[src/design/assert_macros.svh]
// assertion helpers included by the correlator design file
`ifndef ASSERT_MACROS_SVH
`define ASSERT_MACROS_SVH

// antecedent implies consequent in the same cycle
`define ASSERT_IMPLIES(label, clk, rst, ante, cons) \
   label: assert property (@(posedge clk) disable iff (rst) (ante) |-> (cons)) \
      else $error("assertion failed");

// antecedent implies consequent in the next cycle
`define ASSERT_NEXT(label, clk, rst, ante, cons) \
   label: assert property (@(posedge clk) disable iff (rst) (ante) |=> (cons)) \
      else $error("assertion failed");

`endif

[src/design/tcc_ram.sv]
`default_nettype none

module tcc_ram #(
   parameter int WIDTH = 8,
   parameter int DEPTH = 16,
   localparam int AW = (DEPTH > 1) ? $clog2(DEPTH) : 1
) (
   input  wire logic             clock,
   input  wire logic             wr_en,
   input  wire logic [AW-1:0]    wr_addr,
   input  wire logic [WIDTH-1:0] wr_data,
   input  wire logic             rd_en,
   input  wire logic [AW-1:0]    rd_addr,
   output logic      [WIDTH-1:0] rd_data
);

   logic [WIDTH-1:0] mem_ff [DEPTH];
   logic [WIDTH-1:0] rd_data_ff;

   // write port
   always_ff @(posedge clock) begin
      if (wr_en) begin
         mem_ff[wr_addr] <= wr_data;
      end
   end

   // registered read port
   always_ff @(posedge clock) begin
      if (rd_en) begin
         rd_data_ff <= mem_ff[rd_addr];
      end
   end

   assign rd_data = rd_data_ff;

endmodule

`default_nettype wire

[config.mk]
export PLATFORM = sky130hd
export DESIGN_NAME = tcc_ram
export DESIGN_NICKNAME = d
export VERILOG_FILES = /design/src/design/assert_macros.svh /design/src/design/tcc_ram.sv
export SDC_FILE = /design/constraint.sdc
export NUM_CORES = 1
export LEC_CHECK = 0
export BUFFER_PORTS_ARGS = -buffer_cell sky130_fd_sc_hd__buf_2
export CAP_MARGIN = 40
export CORE_MARGIN = 1.5
export CORE_UTILIZATION = 30
export DETAILED_ROUTE_END_ITERATION = 12
export PLACE_DENSITY = 0.43
export SKIP_CTS_REPAIR_TIMING = 1
export SLEW_MARGIN = 20
export SYNTH_ARGS = -nofsm -noshare
export SYNTH_HDL_FRONTEND = slang
export SYNTH_SLANG_ARGS = --single-unit
[constraint.sdc]
create_clock -name clock -period 2 [get_ports clock]
set_input_delay 0.4 -clock clock [delete_from_list [all_inputs] [get_ports clock]]
set_output_delay 0.4 -clock clock [all_outputs]
set_load 0.005 [all_outputs]
# Word-level counts from Yosys, hierarchy flattened
# Memory sizes are Yosys's and may differ from the RTL's. A register that Yosys moved wholly into a read port is not among the register bits.
# Cells that the tools add are included.
[op_classes]
muxes = 2
[op_table]
columns = ["op", "count"]
rows = [
  ["$mux W1", 2],
]
[word_totals]
output_inout_bits = 8
register_bits = 0
ramBits = 128
elab_cells = 3
n_memories = 1
inputBits = 19
[memory_table]
columns = ["name", "depth", "width", "rd", "rd_ports_with_merged_regs", "wr", "line", "source"]
rows = [
  ["mem_ff", 16, 8, 1, 1, 1, "tcc_ram.sv:17", "logic [WIDTH-1:0] mem_ff [DEPTH];"],
]

# Logic depth before layout (Yosys ltp)
[depth]
depth_word = 2
mapped_depth = 5
ltp_nobuf = 3

# Worst setup path before layout
# Ideal clock, no wire load.
[synth_path]
path_kind = "input to register"
startpoint = "in wr_addr[2]"
endpoint = "mem mem_ff[0][0] (enable)"
path_buffers = 0
required_ns = 1.617
setup_slack_ns = 0.107
arrival_ns = 1.510
stages = 2
setup_ns = 0.383
cell_sequence = "or3b_2 > nor3_1"
[synth_rtl]
columns = ["item", "line", "source"]
rows = [
  ["start, declared", "tcc_ram.sv:10", "input wire logic [AW-1:0] wr_addr,"],
  ["end, declared", "tcc_ram.sv:17", ""],
]
# No word-level cell before the write port.

==> impl_metrics.json <==
{
  "final_nets": 309,
  "cp-start-kind": "primary input",
  "total_power_mw": 6.24,
  "syn-cell-area_sq_um": 5230,
  "finalClockSkew_ns": 0.00664,
  "power_leakage_nw": 2.10,
  "holdWs_ns": 0.372,
  "report.final.setup_viol": 0,
  "first_pass_iters": 4,
  "num_antenna_cells": 0,
  "yosys.area.top_type": "edfxtp_1",
  "cts_tree": "done",
  "wirelength_um": 11200,
  "grt_pass1_vias": 2581,
  "drive_above_1_share_pct": 29.5,
  "viasPerCell": 4.64,
  "cts_buffers": 17,
  "clk_pin_slew_ns": 0.05,
  "fillCellCount": 1624,
  "async_flop_share_pct": 0,
  "yosysMostFrequentCell": "edfxtp_1",
  "synth_cell_types": 18,
  "p_seq_share_pct": 51.7,
  "power_switching_mw": 1.23,
  "synth_seq_cells": 136,
  "synth_edf_count": 136,
  "drtAntennaViolNets": 0,
  "min-delay-path-class": "primary input to register",
  "startpoint": "rd_addr[0]",
  "io_buffers": 26,
  "final_max_slew_viol_count": 0,
  "hpwl_um": 7310,
  "power.density_nw_per_um2": 993,
  "synth_cells": 229,
  "worstPathRequired_ns": 2.14,
  "syn_to_final_growth_pct": 20.3,
  "critPathCaptureType": "register",
  "worstPathArrival_ns": 1.66,
  "yosys.area.top_type_share_pct": 78.1,
  "path_max_fanout": 16,
  "maxSlewHeadroom_pct": 52.9,
  "clock_latency_ns": 0.41,
  "die_w_um": 135,
  "grtUsageTotal_pct": 13.6,
  "worst_pin_slew_ns": 0.703,
  "cts.sinks": 136,
  "fin_setup_tns_ns": 0,
  "grt-ovfl-total": 0,
  "num_vias": 2446,
  "syn_avg_cell_area_sq_um": 22.8,
  "combPwrFrac_pct": 5.0,
  "r2r_start": "mem_ff[3][4]$_DFFE_PP_",
  "antenna_found_initial": 0,
  "ir_drop_uv": 566,
  "worstSetupPathType": "primary input to register",
  "synth_nets": 248,
  "clockBufferDepth": 2,
  "grt_pass1_wl_um": 16900,
  "max_freq_ghz": 0.657,
  "ys_seq_area_share_pct": 78.1,
  "rows": 48,
  "power.share.switching_pct": 19.7,
  "fin_cells": 527,
  "cap_violations": 0,
  "hold_viol": 0,
  "yosysWarningCount": 0,
  "period_share_pct": 76.1,
  "synth-main-ff-cell": "edfxtp_1",
  "die_y_um": 135,
  "p_clk_share_pct": 43.3,
  "drc_errors": 0,
  "rsz0062_at_grt": "no",
  "coreArea_sq_um": 17200,
  "die_area_sq_um": 18200,
  "post_drt_wl_per_cell_um": 21.3,
  "clock-root-buffer": "clkbuf_16",
  "drtIter0Drc": 262,
  "synthTopCellsByCount": "edfxtp_1, mux4_2, a22oi_1, mux4_1, nor2_1",
  "status": "finished, final reports clean",
  "globalplace.congestion": 0.730,
  "dp.cells": 496,
  "start_util_pct": 30.4,
  "holdCritStartpoint": "rd_en",
  "ios": 27,
  "synthTopCellsByArea": "edfxtp_1, mux4_2, mux4_1, a22oi_1, nor2_1",
  "htree_levels": 4,
  "period_minus_slack_ns": 1.52,
  "internal_power_mw": 5.02,
  "grt_max_degree": 17
}
## per-layer routing
metal	part of all wire, %	GRT usage [%]
met2	46	20.4
met1	49	18.8
met3	3.3	3.64
met4	1.0	5.38
met5	0	0
## power by group through the flow
stage / Clock (mW) / Sequential [mW] / Combinational (mW)
after floorplan: 0 / 3.28 / 0.162
after global placement: 0 / 3.29 / 0.318
after detailed placement: 0 / 3.29 / 0.320
after CTS: 2.78 / 3.23 / 0.320
after global routing: 2.88 / 3.23 / 0.342
final: 2.70 / 3.23 / 0.311
## per-stage QoR
| stage | setup slack [ns] | area [sq um] | utilization, % |
|---|---|---|---|
| floorplan | 0.107 | 5230 | - |
| CTS | 0.454 | 6290 | 36.6 |
| detailed placement | 0.0110 | 5790 | 33.7 |
| global placement | 0.00298 | 5790 | 33.7 |
| global route | 0.372 | 6290 | 36.6 |
| finish | 0.479 | 6290 | 36.6 |
## sequential cells by signal (all words and copies together) (netlist names)
| signal | flops |
|---|---|
| rd_data | 8 |
| mem_ff | 128 |
## final timing paths
| check | endpoint | slack [ns] | cells after the start |
|---|---|---|---|
| setup / recovery | rd_data[1]$_DFFE_PP_ | 0.48 | 5 |
| setup reg to reg | rd_data[4]$_DFFE_PP_ | 0.49 | 3 |
| hold / removal | rd_data[7]$_DFFE_PP_ | 0.37 | 1 |
| hold reg to reg | rd_data[4]$_DFFE_PP_ | 0.76 | 3 |
## cell type report
cell class / instances / area (sq um) / area share, %
flip-flops and latches: 136 / 4080 / 64.9
well taps: 225 / 282 / 4.48
multi-input cells: 83 / 1060 / 16.8
repair buffers: 52 / 363 / 5.77
clock buffers: 23 / 448 / 7.12
clock inverters: 8 / 56.3 / 0.895
## kinds of logic (layout without fill, tap and decap cells)
group,count (synthesis),count (layout),share of synthesized area [%]
AO/OA/AOI/OAI,16,16,2.30
flip-flops,136,136,78.1
buffers and inverters,10,83,1.65
AND/OR/NAND/NOR,35,35,3.14
multiplexers,32,32,14.8
## cells in the final DEF (no fill, tap or decap)
cell	count
mux4_2	18
a22oi_1	16
clkbuf_16	17
mux4_1	14
buf_2	26
and2b_1	1
nand3b_1	2
nor2_1	13
nand2b_1	2
nand3_1	1
nor3_1	4
buf_12	3
bufinv_16	1
nand2_1	9
and2_1	1
or3b_2	1
clkinv_1	7
nor2b_1	1
buf_4	23
clkbuf_1	6
edfxtp_1	136
## critical path: stages
cell and delay (ns):
buf_2 0.15, buf_12 0.20, mux4_1 0.59, a22oi_1 0.18, nand2_1 0.13
Note: power is estimated with default switching activity, not from simulation.
