==> config.mk <==
export PLATFORM = sky130hd
export DESIGN_NAME = tcc_mac
export DESIGN_NICKNAME = d
export VERILOG_FILES = /design/src/design/assert_macros.svh /design/src/design/tcc_pkg.sv /design/src/design/tcc_mac.sv
export SDC_FILE = /design/constraint.sdc
export NUM_CORES = 1
export LEC_CHECK = 0
export BUFFER_PORTS_ARGS = -buffer_cell sky130_fd_sc_hd__buf_4
export CORE_AREA = 2 2 137 112
export DETAILED_ROUTE_END_ITERATION = 10
export DIE_AREA = 0 0 139 114
export PLACE_DENSITY = 0.45
export SLEW_MARGIN = 5
export SYNTH_ARGS = -nofsm -noshare
export SYNTH_HDL_FRONTEND = slang
export SYNTH_SLANG_ARGS = --single-unit
==> constraint.sdc <==
create_clock -name clock -period 3.48 [get_ports clock]
set_input_delay 0 -clock clock [delete_from_list [all_inputs] [get_ports clock]]
set_output_delay 0 -clock clock [all_outputs]
set_load 0.005 [all_outputs]
==> src/design/assert_macros.svh <==
// assertion helpers included by the correlator design file
`ifndef ASSERT_MACROS_SVH
`define ASSERT_MACROS_SVH

// antecedent implies consequent in the same cycle
`define ASSERT_IMPLIES(label, clk, rst, ante, cons) \
   label: assert property (@(posedge clk) disable iff (rst) (ante) |-> (cons)) \
      else $error("assertion failed");

// antecedent implies consequent in the next cycle
`define ASSERT_NEXT(label, clk, rst, ante, cons) \
   label: assert property (@(posedge clk) disable iff (rst) (ante) |=> (cons)) \
      else $error("assertion failed");

`endif

==> src/design/tcc_pkg.sv <==
`default_nettype none

package tcc_pkg;

   // size limits
   localparam int MAX_SRC_WIDTH  = 1024;
   localparam int MAX_TPL_WIDTH  = 32;
   localparam int MAX_TPL_HEIGHT = 32;
   localparam int RDIM_MAX       = 1024;

   // fixed field and register widths
   localparam int PIX_W  = 8;
   localparam int SRC_W  = 11;
   localparam int TPLW_W = 6;
   localparam int RES_W  = 11;
   localparam int ROW_W  = 11;
   localparam int OUT_W  = 10;
   localparam int ACC_W  = 26;
   localparam int PROD_W = 2 * PIX_W;
   localparam int CSR_AW = 5;
   localparam int CSR_DW = 32;

   // derived widths
   localparam int SW_W      = $clog2(MAX_SRC_WIDTH + 1);
   localparam int COL_W     = $clog2(MAX_SRC_WIDTH);
   localparam int TW_W      = $clog2(MAX_TPL_WIDTH + 1);
   localparam int TH_W      = $clog2(MAX_TPL_HEIGHT + 1);
   localparam int TC_W      = (MAX_TPL_WIDTH > 1) ? $clog2(MAX_TPL_WIDTH) : 1;
   localparam int TR_W      = (MAX_TPL_HEIGHT > 1) ? $clog2(MAX_TPL_HEIGHT) : 1;
   localparam int TPL_DEPTH = MAX_TPL_WIDTH * MAX_TPL_HEIGHT;
   localparam int TPL_AW    = (TPL_DEPTH > 1) ? $clog2(TPL_DEPTH) : 1;
   localparam int SZ_W      = TW_W + TH_W;
   localparam int ROW_AW    = TR_W;
   localparam int LINE_AW   = ROW_AW + COL_W;
   localparam int LINE_DEPTH = 2 ** LINE_AW;
   localparam int CW        = ((SW_W > RES_W) ? SW_W : RES_W) + 1;

   // register reset values
   localparam int SRC_WIDTH_RST  = 1024;
   localparam int TPL_WIDTH_RST  = 32;
   localparam int TPL_HEIGHT_RST = 32;
   localparam int RES_WIDTH_RST  = 993;
   localparam int RES_HEIGHT_RST = 993;

   // request operation codes
   localparam logic OP_LOAD   = 1'b0;
   localparam logic OP_STREAM = 1'b1;

   // register map, word index
   typedef enum logic [CSR_AW-3:0] {
      REG_SRC_WIDTH  = 3'd0,
      REG_TPL_WIDTH  = 3'd1,
      REG_TPL_HEIGHT = 3'd2,
      REG_RES_WIDTH  = 3'd3,
      REG_RES_HEIGHT = 3'd4
   } csr_reg_type;

   // sequencer states
   typedef enum logic [1:0] {
      ST_IDLE,
      ST_RUN,
      ST_DRAIN,
      ST_DONE
   } state_type;

   // multiply-accumulate control
   typedef struct packed {
      logic clear;
      logic valid;
   } mac_ctrl_type;

endpackage

`default_nettype wire

==> src/design/tcc_mac.sv <==
`default_nettype none

module tcc_mac (
   input  wire logic                       clock,
   input  wire logic                       reset,
   input  wire tcc_pkg::mac_ctrl_type      ctrl,
   input  wire logic [tcc_pkg::PIX_W-1:0]  tpl_pix,
   input  wire logic [tcc_pkg::PIX_W-1:0]  src_pix,
   output logic      [tcc_pkg::ACC_W-1:0]  acc,
   output logic                            busy
);

   import tcc_pkg::*;

   logic [PROD_W-1:0] prod_ff, prod_in;
   logic              prod_valid_ff;
   logic [ACC_W-1:0]  acc_ff, acc_in;

   // product stage
   assign prod_in = PROD_W'(tpl_pix) * PROD_W'(src_pix);

   always_ff @(posedge clock) begin
      if (reset) begin
         prod_valid_ff <= 1'b0;
      end else begin
         prod_valid_ff <= ctrl.valid;
      end
   end

   always_ff @(posedge clock) begin
      prod_ff <= prod_in;
   end

   // accumulate stage, wraps at the result width
   always_comb begin
      if (ctrl.clear) begin
         acc_in = '0;
      end else if (prod_valid_ff) begin
         acc_in = acc_ff + ACC_W'(prod_ff);
      end else begin
         acc_in = acc_ff;
      end
   end

   always_ff @(posedge clock) begin
      acc_ff <= acc_in;
   end

   assign acc  = acc_ff;
   assign busy = prod_valid_ff;

endmodule

`default_nettype wire

# Yosys cells after proc, flatten, opt, wreduce, memory -nomap -nowiden
# Index checks and enable logic that the tools add are counted.
op_classes:
  add_sub_neg: 1
  multipliers: 1
ops:
  columns: ["cell", "count"]
  rows:
  - ["$add A26 B16 Y26", 1]
  - ["$mul A8 B8 Y16", 1]
word_totals:
  reg_bits: 43
  inputBits: 20
  out_inout_bits: 27
  wordCells: 5

# Depth between registers and ports, before layout
depth:
  depth_word: 1
  depth_mapped: 15

# Least setup slack after synthesis
# OpenSTA, ideal clock, no wires.
synth_path:
  kind: "input-to-reg"
  from: "input tpl_pix[0] (netlist name)"
  to: "register prod_ff[15]"
  setup_ps: 121
  t_arrival_ps: 3562
  t_required_ps: 3359
  setup_slack_ps: -203
  stages: 14
  cell_sequence: "nand2_1 > fa_1 > fa_1 > inv_1 > fa_1 > inv_1 > fa_1 > inv_1 > ha_1 > o21ai_0 > a21oi_1 > o41ai_1 > o21ai_0 > xnor2_1"
synth_via:
  elab_chain_cells: 1
synth_lines:
  columns: ["element", "line_no", "text"]
  rows:
  - ["from (decl)", "tcc_mac.sv:7", "input wire logic [tcc_pkg::PIX_W-1:0] tpl_pix,"]
  - ["$mul A8 B8 Y16", "tcc_mac.sv:20", "assign prod_in = PROD_W'(tpl_pix) * PROD_W'(src_pix);"]
  - ["named net prod_in[15]", "tcc_mac.sv:15", "logic [PROD_W-1:0] prod_ff, prod_in;"]
  - ["to (signal assigned)", "tcc_mac.sv:31", "prod_ff <= prod_in;"]
  - ["to (decl)", "tcc_mac.sv:15", null]
# The timed path passes the listed nets, and every way through them passes these cells.
# A chain may end at the register's enable or synchronous reset.

# Worst setup path after layout
layout_path:
  from: "input tpl_pix[1] (netlist name)"
  to: "register prod_ff[15]"
# The elaborated chain is that of the path after synthesis.

==> impl_metrics.tcl <==
set metrics [dict create \
    slew_headroom_pct 51.6 \
    powerDensity_nw_per_um2 592 \
    ys_seq_area_share_pct 20.1 \
    reg2reg_depth 7 \
    ff2ff_setup_slack_ps 980 \
    yosys-top-cells-area "dfxtp_1 (20%), fa_1 (17%), ha_1 (15%), and2_1 (8.2%), inv_1 (5.1%)" \
    grt_pass1_vias 3508 \
    power_w 0.00316 \
    slew_viol_final 0 \
    ys_warn_count 0 \
    dpl.hpwl_um 8020 \
    p_leak_nw 2.52 \
    coreArea_um2 14600 \
    path_max_fanout 6 \
    io_buffers 46 \
    synth_cells 480 \
    hold_end "prod_ff[0]" \
    wl_met3_um 248 \
    end_kind "flop" \
    r2r_end "acc[23]" \
    syn_avg_cell_area_um2 8.91 \
    top_layer "met4" \
    path_clk_slew_ps 60 \
    overflow 0 \
    fin_crit_sh_pct 96.4 \
    postPlaceCellArea_um2 5090 \
    first_iter_violations 133 \
    fillCellCount 1524 \
    cts_buffers 5 \
    die-area_um2 15800 \
    synthArstFlopShare_pct 0 \
    outcome "complete, no violations" \
    fin_cells 746 \
    dieHeight_um 114 \
    start_util_pct 29.3 \
    met2RoutedLength_um 4400 \
    hold_viol_final 0 \
    gr-usage-all-layers_pct 12.7 \
    syn_area_um2 4280 \
    arrival_ps 3520 \
    r2r_start "acc[3]" \
    synth_ff_type "dfxtp_1" \
    drc 0 \
    grt_first_pass_wirelength_um 16900 \
    clock-sinks 43 \
    min_period_ps 3350 \
    worstMarginPinSlew_ps 708 \
    grt_max_degree 37 \
    clockBufferDepth 2 \
    final_cell_area_um2 5340 \
    antenna_left 0 \
    viasPerCell 4.57 \
    pin_count 47 \
    tritoncts "done" \
    peakVddDrop_v 0.000203 \
    fin_hold_ws_ps 31.3 \
    min_path_type "in2reg" \
    yosys.area.top_type "dfxtp_1" \
    antenna_found_initial 0 \
    cts_root_buffer "clkbuf_16" \
    synth-seq-cells 43 \
    area_delta_synth_final_pct 24.9 \
    firstDrtPassIters 6 \
    finClkSkew_ps 9.28 \
    worstSetupPathType "in2reg" \
    antenna_cells 0 \
    dp.cells 736 \
    setup_viol 0 \
    cts_htree_levels 2 \
    min_from "src_pix[0]" \
    drive_above_1_share_pct 20.1 \
    cap_viol_max_count 0 \
    synth_edf_count 0 \
    wirelength_met1_um 4860 \
    routed_wl_um 9550 \
    max_freq_mhz 298 \
    die_w_um 139 \
    insertion_delay_ps 280 \
    syn_nets 589 \
    critPathLaunch "tpl_pix[1]" \
    ys_types 49 \
    start_kind "primary input" \
    row_count 40 \
    num_vias 3406 \
    nets 666 \
    fin_tns_setup_ps 0 \
    worstHoldPathCells 2 \
    synth_top_area_share_pct 20.1 \
    wl_per_cell_um 12.8 \
    gp_congestion 0.810 \
    required_ps 3640 \
]
[per-stage QoR]
step	util, %	setup WS [ps]
2_1_floorplan	-	2.07
3_3_place_gp	34.8	-268
3_5_place_dp	34.8	-320
4_1_cts	36.0	38.9
5_1_grt	36.5	-26.5
6_report	36.5	127
[power by group]
group          internal [W]  switching (W)
Combinational      0.000962        0.00100
Sequential         0.000616      0.0000680
Clock              0.000335       0.000178
Total               0.00191        0.00125
[cell usage in the layout (no fill, tap or decap), types with 3 or more instances in the layout]
cell,n
a211oi_1,8
a21o_1,11
a21oi_1,22
and2_1,55
and3_1,6
buf_4,76
clkbuf_16,5
dfxtp_1,43
fa_1,35
ha_1,48
ha_4,3
inv_1,58
mux2_2,5
mux2i_1,6
nand2_1,26
nand3_1,9
nor2_1,34
nor2b_1,10
nor3_1,8
o21a_1,3
o21ai_0,6
o21ai_1,7
xnor2_1,16
xor2_1,6
[state kept, by name, indices dropped and copies added (netlist names)]
register and flops:
acc 26, prod_ff 16, busy 1
[critical path, cell delays in order]
cell	delay, ps
buf_4	130
and2_1	170
fa_1	560
fa_1	440
fa_1	540
inv_1	50
fa_1	530
inv_1	60
ha_4	250
o21ai_2	60
a21oi_2	60
o41ai_2	280
buf_4	180
o21ai_1	70
xnor2_1	140
[area by class of cell]
type | count | area (µm²) | share of cell area, %
flip-flops and latches | 43 | 861 | 16.1
clock buffers | 6 | 129 | 2.41
repair buffers | 78 | 591 | 11.1
well taps | 189 | 236 | 4.43
inverters | 58 | 218 | 4.08
multi-input cells | 371 | 3280 | 61.3
clock inverters | 1 | 30.0 | 0.562
[Yosys cell counts (7+ instances only)]
cell	n
a211oi_1	9
a21o_1	11
a21oi_1	23
and2_1	56
clkbuf_1	7
dfxtp_1	43
fa_1	37
ha_1	52
inv_1	58
nand2_1	28
nand3_1	9
nor2_1	36
nor2b_1	10
nor3_1	8
o21ai_0	12
xnor2_1	16
[cell families (layout without fill, tap and decap cells)]
logic type | after synthesis | count (layout) | synth area share (%)
compound gates | 84 | 84 | 14.1
simple gates | 165 | 165 | 20.2
flops | 43 | 43 | 20.1
xor+xnor | 22 | 22 | 4.51
fa+ha+maj | 89 | 89 | 32.5
mux | 11 | 11 | 2.72
buf+inv | 66 | 143 | 5.79
[metal layers]
layer  track usage (%)  vias to the layer above
li1                  -                     1767
met1              17.4                     1596
met2              22.2                       39
met3              1.64                        4
met4              2.09                        0
met5                 0                        -
[timing repair]
action	CTS	global route
gates cloned	0	0
pin swaps	1	10
setup buffers	0	1
hold buffers	2	0
setup endpoints to repair	1	6
hold endpoints to repair	1	0
gates resized for setup	0	18
[worst max-delay path by stage]
stage                             end  slack [ps]  cells past startpoint
after floorplan           prod_ff[14]           2                     13
after global placement    prod_ff[13]        -270                     14
after detailed placement  prod_ff[13]        -320                     14
after CTS                 prod_ff[14]          40                     14
after global routing      prod_ff[15]         -30                     15
final                     prod_ff[15]         130                     15
No activity file was read; power rests on OpenSTA's default activity.
